===== config.mk =====
export PLATFORM = sky130hd
export DESIGN_NAME = missing_tooth_wheel_decoder_core
export DESIGN_NICKNAME = d
export VERILOG_FILES = /design/src/rtl/mtwd_pkg.sv /design/src/rtl/missing_tooth_wheel_decoder_core.sv /design/src/rtl/mtwd_window.sv
export SDC_FILE = /design/constraint.sdc
export NUM_CORES = 2
export LEC_CHECK = 0
export BUFFER_PORTS_ARGS = -buffer_cell sky130_fd_sc_hd__buf_2
export CAP_MARGIN = 10
export CORE_UTILIZATION = 64
export DETAILED_ROUTE_END_ITERATION = 10
export PLACE_DENSITY = 0.81
export SETUP_SLACK_MARGIN = 0.2
export SYNTH_ARGS = -nofsm -noshare
export SYNTH_HDL_FRONTEND = slang
export SYNTH_SLANG_ARGS = --single-unit

===== constraint.sdc =====
create_clock -name clock -period 15.65 [get_ports clock]
set_input_delay 2.3475 -clock clock [delete_from_list [all_inputs] [get_ports clock]]
set_output_delay 2.3475 -clock clock [all_outputs]
set_load 0.03 [all_outputs]

===== src/rtl/mtwd_pkg.sv =====
package mtwd_pkg;

   localparam int unsigned TEETH_PRESENT_DEF = 35;
   localparam int unsigned TIME_W            = 32;
   localparam int unsigned TOOTH_INDEX_W     = 6;
   localparam int unsigned EXT_W             = TIME_W + 4;

   localparam logic [TIME_W-1:0] MAX_INTERVAL_RST = 32'd50000000;

   localparam int unsigned K_SHORT   = 7;
   localparam int unsigned K_LIKE    = 17;
   localparam int unsigned K_GAP     = 27;
   localparam int unsigned RATIO_DEN = 10;

   localparam logic PULSE_CRANK = 1'b0;
   localparam logic PULSE_CAM   = 1'b1;

   typedef struct packed {
      logic is_short;
      logic is_like;
      logic is_gap;
   } win_type;

endpackage


===== src/rtl/missing_tooth_wheel_decoder_core.sv =====
// Missing-tooth crank wheel decoder. Each transaction is a crank tooth or cam pulse with its
// timer stamp; each yields exactly one result with sync state, tooth number, half-cycle,
// tooth event and sync-loss flags, and the revolution period at tooth 1. The accept edge
// reads the previous and current ring slots from the timestamp and interval memories; the
// commit edge checks the interval window and writes the slot back, and it waits while a
// stalled result still sits in the output register. A new transaction is accepted in the
// cycle after write-back, while the earlier result may still wait in the output register,
// so no new transaction is taken before the earlier one is written back. Reset clears the
// per-slot valid bits at once; no clearing pass runs. The user must write the max_interval
// register only while no transaction is in flight; the block itself does not enforce it.
module missing_tooth_wheel_decoder_core #(
   parameter int unsigned TEETH_PRESENT = mtwd_pkg::TEETH_PRESENT_DEF
) (
   input  logic                                 clock,
   input  logic                                 reset,
   input  logic                                 req_valid,
   output logic                                 req_stall,
   input  logic                                 req_type,
   input  logic [mtwd_pkg::TIME_W-1:0]          req_pulse_time,
   output logic                                 rsp_valid,
   input  logic                                 rsp_stall,
   output logic                                 rsp_in_sync,
   output logic [mtwd_pkg::TOOTH_INDEX_W-1:0]   rsp_tooth_index,
   output logic                                 rsp_second_half,
   output logic                                 rsp_tooth_event,
   output logic                                 rsp_sync_lost,
   output logic                                 rsp_period_valid,
   output logic [mtwd_pkg::TIME_W-1:0]          rsp_revolution_period,
   output logic [mtwd_pkg::TIME_W-1:0]          rsp_revolution_count,
   input  logic                                 csr_wr_en,
   input  logic [mtwd_pkg::TIME_W-1:0]          csr_wr_data
);
   import mtwd_pkg::*;

   localparam int unsigned PTR_W  = $clog2(TEETH_PRESENT);
   localparam int unsigned TCNT_W = $clog2(TEETH_PRESENT + 1);
   localparam int unsigned TPOS_W = (TCNT_W > TOOTH_INDEX_W) ? TCNT_W : TOOTH_INDEX_W;
   localparam logic [PTR_W-1:0]  LAST_SLOT  = PTR_W'(TEETH_PRESENT - 1);
   localparam logic [TPOS_W-1:0] LAST_TOOTH = TPOS_W'(TEETH_PRESENT);
   localparam logic [TPOS_W-1:0] TOOTH_ONE  = TPOS_W'(1);
   localparam logic [TPOS_W-1:0] TOOTH_TWO  = TPOS_W'(2);

   logic [TIME_W-1:0] time_mem [TEETH_PRESENT];
   logic [TIME_W-1:0] intv_mem [TEETH_PRESENT];
   logic [TEETH_PRESENT-1:0] time_vld_ff, time_vld_in;
   logic [TEETH_PRESENT-1:0] intv_vld_ff, intv_vld_in;

   logic [TIME_W-1:0] max_interval_ff, max_interval_in;
   logic              synced_ff, synced_in;
   logic [1:0]        pcount_ff, pcount_in;
   logic [PTR_W-1:0]  ptr_ff, ptr_in;
   logic [TPOS_W-1:0] tpos_ff, tpos_in;
   logic              half_ff, half_in;
   logic              cam_ff, cam_in;
   logic [TIME_W-1:0] revcnt_ff, revcnt_in;

   logic              s1_valid_ff, s1_valid_in;
   logic              s1_type_ff;
   logic [TIME_W-1:0] s1_time_ff;
   logic [TIME_W-1:0] tprev_rd_ff, tcur_rd_ff, iprev_rd_ff;
   logic              tprev_vld_ff, tcur_vld_ff, iprev_vld_ff;

   logic              rsp_valid_ff, rsp_valid_in;
   logic              rsp_in_sync_ff;
   logic [TOOTH_INDEX_W-1:0] rsp_tooth_index_ff;
   logic              rsp_second_half_ff;
   logic              rsp_tooth_event_ff;
   logic              rsp_sync_lost_ff;
   logic              rsp_period_valid_ff;
   logic [TIME_W-1:0] rsp_period_ff;
   logic [TIME_W-1:0] rsp_count_ff;

   logic              accept;
   logic              commit;
   logic [PTR_W-1:0]  prev_slot;
   logic [PTR_W-1:0]  next_slot;
   logic [TIME_W-1:0] tprev;
   logic [TIME_W-1:0] tcur;
   logic [TIME_W-1:0] iprev;
   logic [TIME_W-1:0] delta;
   logic              delta_pos;
   logic [1:0]        pc_inc;
   win_type           win;

   logic              time_we;
   logic              intv_we;
   logic [TIME_W-1:0] intv_wdata;
   logic              evt;
   logic              lost;
   logic              pvalid;
   logic [TIME_W-1:0] period;

   assign req_stall = s1_valid_ff;
   assign accept    = req_valid && !s1_valid_ff;
   assign commit    = s1_valid_ff && (!rsp_valid_ff || !rsp_stall);

   assign prev_slot = (ptr_ff == '0) ? LAST_SLOT : ptr_ff - PTR_W'(1);
   assign next_slot = (ptr_ff == LAST_SLOT) ? '0 : ptr_ff + PTR_W'(1);

   assign tprev     = tprev_vld_ff ? tprev_rd_ff : '0;
   assign tcur      = tcur_vld_ff  ? tcur_rd_ff  : '0;
   assign iprev     = iprev_vld_ff ? iprev_rd_ff : '0;
   assign delta     = s1_time_ff - tprev;
   assign delta_pos = (delta != '0) && !delta[TIME_W-1];
   assign pc_inc    = (pcount_ff == 2'd3) ? 2'd3 : pcount_ff + 2'd1;

   mtwd_window u_window (
      .interval      (delta),
      .prev_interval (iprev),
      .win           (win)
   );

   always_comb begin
      logic              ok;
      logic [TPOS_W-1:0] tooth;

      ok          = 1'b0;
      tooth       = tpos_ff;
      synced_in   = synced_ff;
      pcount_in   = pcount_ff;
      ptr_in      = ptr_ff;
      tpos_in     = tpos_ff;
      half_in     = half_ff;
      cam_in      = cam_ff;
      revcnt_in   = revcnt_ff;
      time_we     = 1'b0;
      intv_we     = 1'b0;
      intv_wdata  = delta;
      evt         = 1'b0;
      lost        = 1'b0;
      pvalid      = 1'b0;
      period      = '0;

      if (s1_type_ff == PULSE_CAM) begin
         cam_in = 1'b1;
      end else begin
         pcount_in = pc_inc;
         time_we   = 1'b1;
         if (!synced_ff) begin
            if (pc_inc == 2'd2) begin
               intv_we = 1'b1;
               if (!delta_pos) begin
                  intv_wdata = '0;
                  pcount_in  = 2'd1;
               end
            end else if (pc_inc == 2'd3 && delta_pos) begin
               intv_we = 1'b1;
               if (win.is_short) begin
                  tpos_in   = TOOTH_TWO;
                  half_in   = !cam_ff;
                  synced_in = 1'b1;
                  cam_in    = 1'b0;
               end else if (!win.is_like && win.is_gap) begin
                  tpos_in   = TOOTH_ONE;
                  half_in   = !cam_ff;
                  synced_in = 1'b1;
                  cam_in    = 1'b0;
               end
            end
            ptr_in = next_slot;
         end else begin
            if (!delta_pos || delta > max_interval_ff) begin
               ok = 1'b0;
            end else if (tpos_ff == TOOTH_ONE) begin
               ok = win.is_short;
            end else if (tpos_ff == LAST_TOOTH) begin
               ok = win.is_gap;
            end else begin
               ok = win.is_like;
            end

            if (!ok) begin
               lost = 1'b1;
            end else begin
               intv_we = 1'b1;
               tooth   = tpos_ff + TPOS_W'(1);
               if (tpos_ff == LAST_TOOTH) begin
                  tooth     = TOOTH_ONE;
                  lost      = (half_ff != cam_ff);
                  half_in   = !cam_ff;
                  cam_in    = 1'b0;
                  revcnt_in = revcnt_ff + TIME_W'(1);
               end
               tpos_in = tooth;
               ptr_in  = next_slot;
               if (!lost) begin
                  evt = 1'b1;
                  if (tpos_ff == LAST_TOOTH) begin
                     pvalid = 1'b1;
                     period = s1_time_ff - tcur;
                  end
               end
            end
            if (lost) begin
               synced_in = 1'b0;
               pcount_in = 2'd0;
            end
         end
      end
   end

   always_comb begin
      max_interval_in = csr_wr_en ? csr_wr_data : max_interval_ff;

      time_vld_in = time_vld_ff;
      intv_vld_in = intv_vld_ff;
      if (commit && time_we) begin
         time_vld_in[ptr_ff] = 1'b1;
      end
      if (commit && intv_we) begin
         intv_vld_in[ptr_ff] = 1'b1;
      end

      if (accept) begin
         s1_valid_in = 1'b1;
      end else if (commit) begin
         s1_valid_in = 1'b0;
      end else begin
         s1_valid_in = s1_valid_ff;
      end

      if (commit) begin
         rsp_valid_in = 1'b1;
      end else if (!rsp_stall) begin
         rsp_valid_in = 1'b0;
      end else begin
         rsp_valid_in = rsp_valid_ff;
      end
   end

   always_ff @(posedge clock) begin
      if (reset) begin
         max_interval_ff <= MAX_INTERVAL_RST;
         synced_ff       <= 1'b0;
         pcount_ff       <= 2'd0;
         ptr_ff          <= '0;
         tpos_ff         <= '0;
         half_ff         <= 1'b0;
         cam_ff          <= 1'b0;
         revcnt_ff       <= '0;
         time_vld_ff     <= '0;
         intv_vld_ff     <= '0;
         s1_valid_ff     <= 1'b0;
         rsp_valid_ff    <= 1'b0;
      end else begin
         max_interval_ff <= max_interval_in;
         time_vld_ff     <= time_vld_in;
         intv_vld_ff     <= intv_vld_in;
         s1_valid_ff     <= s1_valid_in;
         rsp_valid_ff    <= rsp_valid_in;
         if (commit) begin
            synced_ff <= synced_in;
            pcount_ff <= pcount_in;
            ptr_ff    <= ptr_in;
            tpos_ff   <= tpos_in;
            half_ff   <= half_in;
            cam_ff    <= cam_in;
            revcnt_ff <= revcnt_in;
         end
      end
   end

   always_ff @(posedge clock) begin
      if (commit && time_we) begin
         time_mem[ptr_ff] <= s1_time_ff;
      end
      if (commit && intv_we) begin
         intv_mem[ptr_ff] <= intv_wdata;
      end
      if (accept) begin
         s1_type_ff   <= req_type;
         s1_time_ff   <= req_pulse_time;
         tprev_rd_ff  <= time_mem[prev_slot];
         tcur_rd_ff   <= time_mem[ptr_ff];
         iprev_rd_ff  <= intv_mem[prev_slot];
         tprev_vld_ff <= time_vld_ff[prev_slot];
         tcur_vld_ff  <= time_vld_ff[ptr_ff];
         iprev_vld_ff <= intv_vld_ff[prev_slot];
      end
      if (commit) begin
         rsp_in_sync_ff      <= synced_in;
         rsp_tooth_index_ff  <= tpos_in[TOOTH_INDEX_W-1:0];
         rsp_second_half_ff  <= half_in;
         rsp_tooth_event_ff  <= evt;
         rsp_sync_lost_ff    <= lost;
         rsp_period_valid_ff <= pvalid;
         rsp_period_ff       <= period;
         rsp_count_ff        <= revcnt_in;
      end
   end

   assign rsp_valid             = rsp_valid_ff;
   assign rsp_in_sync           = rsp_in_sync_ff;
   assign rsp_tooth_index       = rsp_tooth_index_ff;
   assign rsp_second_half       = rsp_second_half_ff;
   assign rsp_tooth_event       = rsp_tooth_event_ff;
   assign rsp_sync_lost         = rsp_sync_lost_ff;
   assign rsp_period_valid      = rsp_period_valid_ff;
   assign rsp_revolution_period = rsp_period_ff;
   assign rsp_revolution_count  = rsp_count_ff;

endmodule


===== src/rtl/mtwd_window.sv =====
module mtwd_window (
   input  logic [mtwd_pkg::TIME_W-1:0] interval,
   input  logic [mtwd_pkg::TIME_W-1:0] prev_interval,
   output mtwd_pkg::win_type           win
);
   import mtwd_pkg::*;

   logic [EXT_W-1:0]  d_x10;
   logic [EXT_W-1:0]  d1_x10;
   logic [TIME_W-1:0] q_short;
   logic [TIME_W-1:0] q_like;
   logic [TIME_W-1:0] q_gap;

   // limits wrap in 32 bits; compare ten times the interval against them
   assign q_short = prev_interval * TIME_W'(K_SHORT);
   assign q_like  = prev_interval * TIME_W'(K_LIKE);
   assign q_gap   = prev_interval * TIME_W'(K_GAP);

   assign d_x10  = {{(EXT_W-TIME_W){1'b0}}, interval} * EXT_W'(RATIO_DEN);
   assign d1_x10 = d_x10 + EXT_W'(RATIO_DEN);

   assign win.is_short = d1_x10 <= {{(EXT_W-TIME_W){1'b0}}, q_short};
   assign win.is_like  = (d_x10 <= {{(EXT_W-TIME_W){1'b0}}, q_like}) &&
                         (d_x10 >  {{(EXT_W-TIME_W){1'b0}}, q_short});
   assign win.is_gap   = (d_x10 >  {{(EXT_W-TIME_W){1'b0}}, q_like}) &&
                         (d_x10 <= {{(EXT_W-TIME_W){1'b0}}, q_gap});

endmodule


* After elaboration in Yosys (flattened, before gate mapping) *
Memories as Yosys holds them, arrays and structs flattened. A register that Yosys moved wholly into a read port is not among the register bits.
Index checks and enable logic that the tools add are counted.

storage, ports and cells
  word-level logic and storage cells = 184
  bits in registers = 264
  output and inout bits = 77
  memories = 2
  bits of input ports = 70
  memory bits (writable) = 2,240

memory list
  name      words  width  rd ports  clocked after memory_dff  wr ports  RTL line                                RTL
  intv_mem  35     32     1         1                         1         missing_tooth_wheel_decoder_core.sv:44  logic [TIME_W-1:0] intv_mem [TEETH_PRESENT];
  time_mem  35     32     2         2                         1         missing_tooth_wheel_decoder_core.sv:43  logic [TIME_W-1:0] time_mem [TEETH_PRESENT];

cells by class
  equality and inequality tests = 12
  muxes and demuxes = 87
  bitwise operators = 6
  add/sub/neg operators = 8
  multiply operators = 4
  $lt $le $gt $ge = 9
  reductions and logical operators = 31

operators with widths
  cell                     count
  $mux W32                 11
  $le A36 B32 Y1           3
  $gt A36 B32 Y1           2
  $mux W6                  12
  $or A35 B35 Y35          2
  $mul A32 B5 Y32 const B  2
  $sub A32 B32 Y32         2
  $mux W1                  55
  $add A36 B4 Y36 const B  1
  $mul A32 B3 Y35 const B  1
  $add A32 B1 Y32 const B  1
  $gt A32 B32 Y1           1
  $mul A32 B3 Y32 const B  1
  $reduce_bool A32 Y1      1
  $bmux W1 S6              3
  $lt A6 B7 Y1 const B     2
  $add A6 B1 Y6 const B    2
  $eq A6 B6 Y1 const B     2
  $logic_and A1 B1 Y1      10
  $mux W2                  5
  $logic_not A1 Y1         7
  $demux W1 S6             1
  $eq A2 B2 Y1 const B     3
  $eq A6 B1 Y1 const B     1
  20 further kinds         26

* Depth between registers and ports, before layout *
  depth in word-level cells = 19
  depth in mapped cells = 41

* By module *
From an unflattened synthesis, not the netlist that was laid out.

second synthesis, totals
  cell total of the unflattened synthesis = 8,824
  area, all modules = 124,222.9 um2

modules (own cells, without submodules)
  module                            area each (um2)  times used  cells each
  missing_tooth_wheel_decoder_core  111,724.7        1           7,311
  mtwd_window                       12,498.2         1           1,513

* Worst setup path before layout *
No wires, ideal clock.

  kind = reg2reg
  start point = register s1_time_ff[0]
  end point = memory intv_mem[13][0], enable pin
  arrival = 10,686 ps
  setup time = 461 ps
  path slack = 4,503 ps
  cell stages (with the launch flop) = 40
  path through = edfxtp_1 inv_1 ha_1 inv_1 fa_1 a21o_1 a31oi_1 nand2b_2 a21oi_2 or2_1 buf_6 xnor2_1 inv_1 ha_1 ha_1 a21o_1 a31o_2 and3_1 [4 not listed] and3_1 nand2_1 nor2_1 xnor2_1 ha_1 a21o_1 a21o_1 a21oi_1 o221ai_1 a2111oi_0 o21ai_0 a22oi_1 nand4_1 a2111o_1 a21oi_1 o31ai_1 clkbuf_1 nor3_1

between the ends
  word-level cells in the longest chain between the ends = 15

ends and longest elaborated chain
  what                                                                     RTL line                                 RTL
  from (decl)                                                              missing_tooth_wheel_decoder_core.sv:59   logic [TIME_W-1:0] s1_time_ff;
  from (signal assigned)                                                   missing_tooth_wheel_decoder_core.sv:272  s1_time_ff <= req_pulse_time;
  $sub A32 B32 Y32 (*)                                                     missing_tooth_wheel_decoder_core.sv:103  assign delta = s1_time_ff - tprev;
  parallel branches: the longest is 9 deep, another holds $add A36 B4 Y36  --
  $mux W1 (*)                                                              missing_tooth_wheel_decoder_core.sv:139  if (!synced_ff) begin
  $mux W1 (*)                                                              missing_tooth_wheel_decoder_core.sv:134  if (s1_type_ff == PULSE_CAM) begin
  $logic_and A1 B1 Y1 (*)                                                  missing_tooth_wheel_decoder_core.sv:267  if (commit && intv_we) begin
  $mux W1 (*)                                                              missing_tooth_wheel_decoder_core.sv:267
  $mux W1 (not written as such) (*)                                        missing_tooth_wheel_decoder_core.sv:268  intv_mem[ptr_ff] <= intv_wdata;
  to (decl)                                                                missing_tooth_wheel_decoder_core.sv:44

Every way passes the cells marked *. The select of a mux whose other input is x is not followed.

* Final worst setup path *
  start point = register tprev_vld_ff
  end point = memory intv_mem[0][26], enable pin

between the ends
  word-level cells in the longest chain between the ends = 16

ends and longest elaborated chain
  what                                                                     RTL line                                 RTL
  from (decl)                                                              missing_tooth_wheel_decoder_core.sv:61   logic tprev_vld_ff, tcur_vld_ff, iprev_vld_ff;
  from (signal assigned)                                                   missing_tooth_wheel_decoder_core.sv:276  tprev_vld_ff <= time_vld_ff[prev_slot];
  $mux W32 (*)                                                             missing_tooth_wheel_decoder_core.sv:100  assign tprev = tprev_vld_ff ? tprev_rd_ff : '0;
  $sub A32 B32 Y32 (*)                                                     missing_tooth_wheel_decoder_core.sv:103
  parallel branches: the longest is 9 deep, another holds $add A36 B4 Y36  --
  $mux W1 (*)                                                              missing_tooth_wheel_decoder_core.sv:139
  $mux W1 (*)                                                              missing_tooth_wheel_decoder_core.sv:134
  $logic_and A1 B1 Y1 (*)                                                  missing_tooth_wheel_decoder_core.sv:267
  $mux W1 (*)                                                              missing_tooth_wheel_decoder_core.sv:267
  $mux W1 (not written as such) (*)                                        missing_tooth_wheel_decoder_core.sv:268

Marks and branches as above.

==> results.md <==
| Group | Result | Reported |
|:---|:---|:---|
| run status | Result of the run | finished, violations left |
| run status | Violated checks | design-rule violations |
| place | Number of port buffers | 146 |
| sta | Tcrit/Tclk final | 78.3% |
| sta | Shortest period the worst path allows | 12,260 ps |
| floorplanning | CORE AREA | 191,000 sq um |
| worst hold path | Launch point of the worst hold path | intv_vld_ff[25] |
| finish | Count of placed standard cells in the final layout, fillers left out | 11,500 |
| place | Pre-CTS WS | 3530 ps |
| floorplanning | DIE WIDTH | 441 um |
| pwr | Leakage dissipation | 46.0 nW |
| sta | Final Hold Fails | 0 |
| setup path | Top Family by Delay on Critical Path | compound AO/OA/AOI/OAI gates |
| setup path | Source of the worst register-to-register timing path | tprev_vld_ff |
| cts | CTS-repair resized insts | 0 |
| finish | Area growth from synthesis to layout | 10.4% |
| synthesis | Instance count of the mapped netlist | 8,672 |
| setup path | Internal reg-to-reg setup slack | 3390 ps |
| floorplanning | Die extent in y | 441 um |
| synthesis | Mean area per synthesized cell | 14.2 sq um |
| global route | Maximum number of pins on one net before global-route repair | 181 |
| global route | Number of global-route vias before repair | 85,900 |
| setup path | Critical path start-end classification | flip-flop to flip-flop |
| cts | Clock slew at reported path FFs | 70 ps |
| setup path | Data required time at the worst endpoint | 16,200 ps |
| pwr | Power per unit of standard cell area | 133 nW/um^2 |
| sta | Number of pins with negative max-slew slack in the final report | 0 |
| synthesis | Flop and latch count out of synthesis | 2,600 |
| route | Vias after detailed routing | 87,400 |
| worst hold path | Type of the tightest min-delay check | flip-flop to flip-flop |
| floorplanning | Die footprint | 195,000 sq um |
| cts | CTS tree | done |
| setup path | Kind of launch point of the worst setup path | flip-flop |
| sta | Achievable frequency | 81.6 MHz |
| global route | Number of antenna violations at the first check in global routing | 36 |
| synthesis | Leading register cell type out of synthesis | sky130_fd_sc_hd__edfxtp_1 |
| setup path | Slowest cell on the critical path | sky130_fd_sc_hd__edfxtp_1 |
| cts | Number of buffers inserted during clock tree synthesis | 241 |
| setup path | Delay contributed by the slowest stage of the critical path | 1050 ps |
| cts | Post-CTS setup buffer count | 0 |
| pwr | Peak VDD IR | 0.000124 V |
| synthesis | Mapped cell area | 123,000 sq um |
| route | Remaining design rule violation count | 3 |
| setup path | Critical path arrival | 12,810 ps |
| cts | Number of hold buffers added after cts | 0 |
| floorplanning | I/O pin count | 147 |
| cts | Cell at the root of the clock tree | sky130_fd_sc_hd__clkbuf_16 |
| synthesis | Fraction of the yosys area taken by sequential cells | 62.0% |
| place | Dpl cells | 11,000 |
| finish | Share of final-layout standard cells stronger than drive strength 1 | 16.0% |
| setup path | Cell occurring most often along the worst timing path | sky130_fd_sc_hd__ha_1 |
| setup path | Endpoint type of the worst setup path | flip-flop |
| setup path | Largest fanout of any net on the critical path | 57 |
| place | Area after DPL | 128,000 sq um |
| sta | TNS Setup | 0 ps |
| setup path | Number of cells on the worst reg-to-reg path | 40 |
| cts | Clock latency reported for the late side of the worst-skew pair | 990 ps |
| finish | Commonest non-fill, non-tap cells in the layout | sky130_fd_sc_hd__edfxtp_1 (2,447), sky130_fd_sc_hd__nand2_1 (978), sky130_fd_sc_hd__mux4_2 (528) |
| route | Detailed router's first-iteration violation count | 17,200 |
| setup path | End of the worst register-to-register path | intv_mem[0][26] |
| cts | Max Root-Sink Buffers | 3 |
| synthesis | Number of enable flip-flop cells after synthesis | 2,447 |
| sta | Setup repair after global routing missed its margin | false |
| setup path | Worst path bufs/invs | 5 |
| worst hold path | Endpoint with the worst hold slack | intv_vld_ff[25] |
| synthesis | Synth warn | 0 |
| synthesis | Asr flop ratio synth | 0% |
| cts | Total number of clock tree sinks | 2,600 |
| place | Routability-driven placement congestion ratio | 0.948 |
| run | Number of max-cap violations | 0 |
| sta | Max-slew headroom at the worst pin | 3.35% |
| route | DR pass1 iterations | 11 |
| sta | Worst Clk Skew | 182 ps |
| floorplanning | Initial Util | 64.7% |
| synthesis | Net count after synthesis | 9,242 |
| finish | Finished Core Util | 71.4% |
| worst hold path | Hold path depth | 1 |
| synthesis | Cell types with the largest area share after synthesis | sky130_fd_sc_hd__edfxtp_1 (60%), sky130_fd_sc_hd__mux4_2 (9.6%), sky130_fd_sc_hd__ha_1 (4.2%) |
| global route | Wire length of the first global-routing pass | 571,000 um |
| floorplanning | Standard-cell row count | 160 |
| route | Vias/cell | 7.61 |
| cts | Htree depth | 4 |
| pwr | Post-layout total power | 18.1 mW |
| place | Placed wire-length estimate | 218,000 um |
| route | Post-DR wirelength/cell | 34.9 um |
| route | Number of nets with antenna violations after detailed routing | 0 |
| sta | Transition time at the pin with the least slew margin | 1430 ps |
| synthesis | Top-area cell type share of the netlist area | 59.5% |
| global route | Grt total ovfl | 0 |
| global route | Total Routing Usage GR | 40.7% |
| finish | Total number of nets in the final design | 9,321 |
| finish | Leading cell type in the layout, fill and taps excluded | sky130_fd_sc_hd__edfxtp_1 |
| sta | Count of final setup violators | 0 |
| synthesis | Most area-hungry cell type in the Yosys netlist | sky130_fd_sc_hd__edfxtp_1 |
| sta | Worst Setup Slack, final | 3390 ps |
| sta | Hold slack final | 469 ps |
| synthesis | Count of unique library cells instantiated by Yosys | 85 |
| route | Final routed wirelength across all metal layers | 400,000 um |
| finish | Final instance area | 136,000 sq um |
[where the power goes]
part / switching, mW / internal, mW / total (mW)
clock network: 2.75 / 3.42 / 6.16
registers: 0.0325 / 7.86 / 7.89
logic: 2.56 / 1.44 / 4.00
total: 5.34 / 12.7 / 18.1
[worst max-delay path by stage]
stage / start / depth (start not counted) / to / slack [ps]
floorplan: s1_time_ff[0] / 39 / intv_mem[13][0] / 4500
global placement: tprev_vld_ff / 40 / intv_mem[22][22] / 3630
detailed placement: tprev_vld_ff / 40 / intv_mem[0][12] / 3530
CTS: tprev_vld_ff / 40 / intv_mem[0][26] / 3540
global route: tprev_vld_ff / 40 / intv_mem[0][26] / 2780
finish: tprev_vld_ff / 40 / intv_mem[0][26] / 3390
[worst reg2reg max path, delay by kind of cell, from the launching register on]
kind / cells / cell delay (ps)
buffers and inverters: 5 / 1040
AO/OA/AOI/OAI: 15 / 3760
adder cells (fa/ha/maj): 5 / 1640
flip-flops: 1 / 1050
AND/OR/NAND/NOR: 12 / 3220
XOR/XNOR: 3 / 1240
[cell usage after synthesis, types with 29 or more instances]
library cell / number
sky130_fd_sc_hd__o21a_1: 35
sky130_fd_sc_hd__a21o_1: 118
sky130_fd_sc_hd__mux2i_1: 61
sky130_fd_sc_hd__nand2b_1: 32
sky130_fd_sc_hd__o211ai_1: 93
sky130_fd_sc_hd__a22oi_1: 295
sky130_fd_sc_hd__nand4_1: 114
sky130_fd_sc_hd__and3_1: 102
sky130_fd_sc_hd__nor2_1: 383
sky130_fd_sc_hd__fa_1: 89
sky130_fd_sc_hd__o21ai_0: 244
sky130_fd_sc_hd__ha_1: 411
sky130_fd_sc_hd__edfxtp_1: 2447
sky130_fd_sc_hd__nand2_1: 978
sky130_fd_sc_hd__a311oi_1: 91
sky130_fd_sc_hd__xnor2_1: 124
sky130_fd_sc_hd__o31ai_1: 29
sky130_fd_sc_hd__nand3_1: 297
sky130_fd_sc_hd__a221oi_1: 126
sky130_fd_sc_hd__nor3_1: 115
sky130_fd_sc_hd__a31oi_1: 143
sky130_fd_sc_hd__or3_1: 37
sky130_fd_sc_hd__a22o_1: 123
sky130_fd_sc_hd__clkbuf_1: 423
sky130_fd_sc_hd__dfxtp_1: 153
sky130_fd_sc_hd__xor2_1: 97
sky130_fd_sc_hd__nor2b_1: 48
sky130_fd_sc_hd__a21oi_1: 225
sky130_fd_sc_hd__inv_1: 274
sky130_fd_sc_hd__buf_1: 96
sky130_fd_sc_hd__mux4_2: 528
[logic make-up (layout without fill, tap and decap cells)]
family,count (synthesis),count (layout),share of synthesized area [%]
flip-flops,2600,2600,62.0
AND/OR/NAND/NOR,2230,2230,8.22
AO/OA/AOI/OAI,1724,1724,9.94
buffers and inverters,799,1087,2.44
multiplexers,596,596,10.2
adder cells (fa/ha/maj),502,502,5.63
XOR/XNOR,221,221,1.57
other,0,15,0
[sequential cells by signal, summed over array words and instances, names as in the netlist, 2 cells and up]
signal	count
time_vld_ff	35
iprev_rd_ff	32
rsp_tooth_index	6
tcur_rd_ff	32
revcnt_ff	32
tprev_rd_ff	32
rsp_revolution_count	32
s1_time_ff	32
rsp_revolution_period	32
time_mem	1120
intv_vld_ff	35
ptr_ff	6
max_interval_ff	32
tpos_ff	6
intv_mem	1120
pcount_ff	2
[layout make-up]
cell class | instances | area (sq um)
antenna | 15 | 37.5
sequential | 2600 | 76600
fill | 11400 | 54600
clock buffer | 289 | 6350
multi-input combinational | 5273 | 44700
clock inverter | 163 | 1880
tap | 2511 | 3140
inverter | 276 | 1040
timing repair buffer | 359 | 2530
[layer usage]
layer / GRT usage [%] / vias up / share of wire, %
li1: - / 34300 / -
met1: 52.5 / 42100 / 33
met2: 60.2 / 8793 / 44
met3: 13.9 / 2097 / 16
met4: 24.3 / 44 / 7.1
met5: 0.0733 / - / 0.092
No activity file was read; power rests on OpenSTA's default activity.
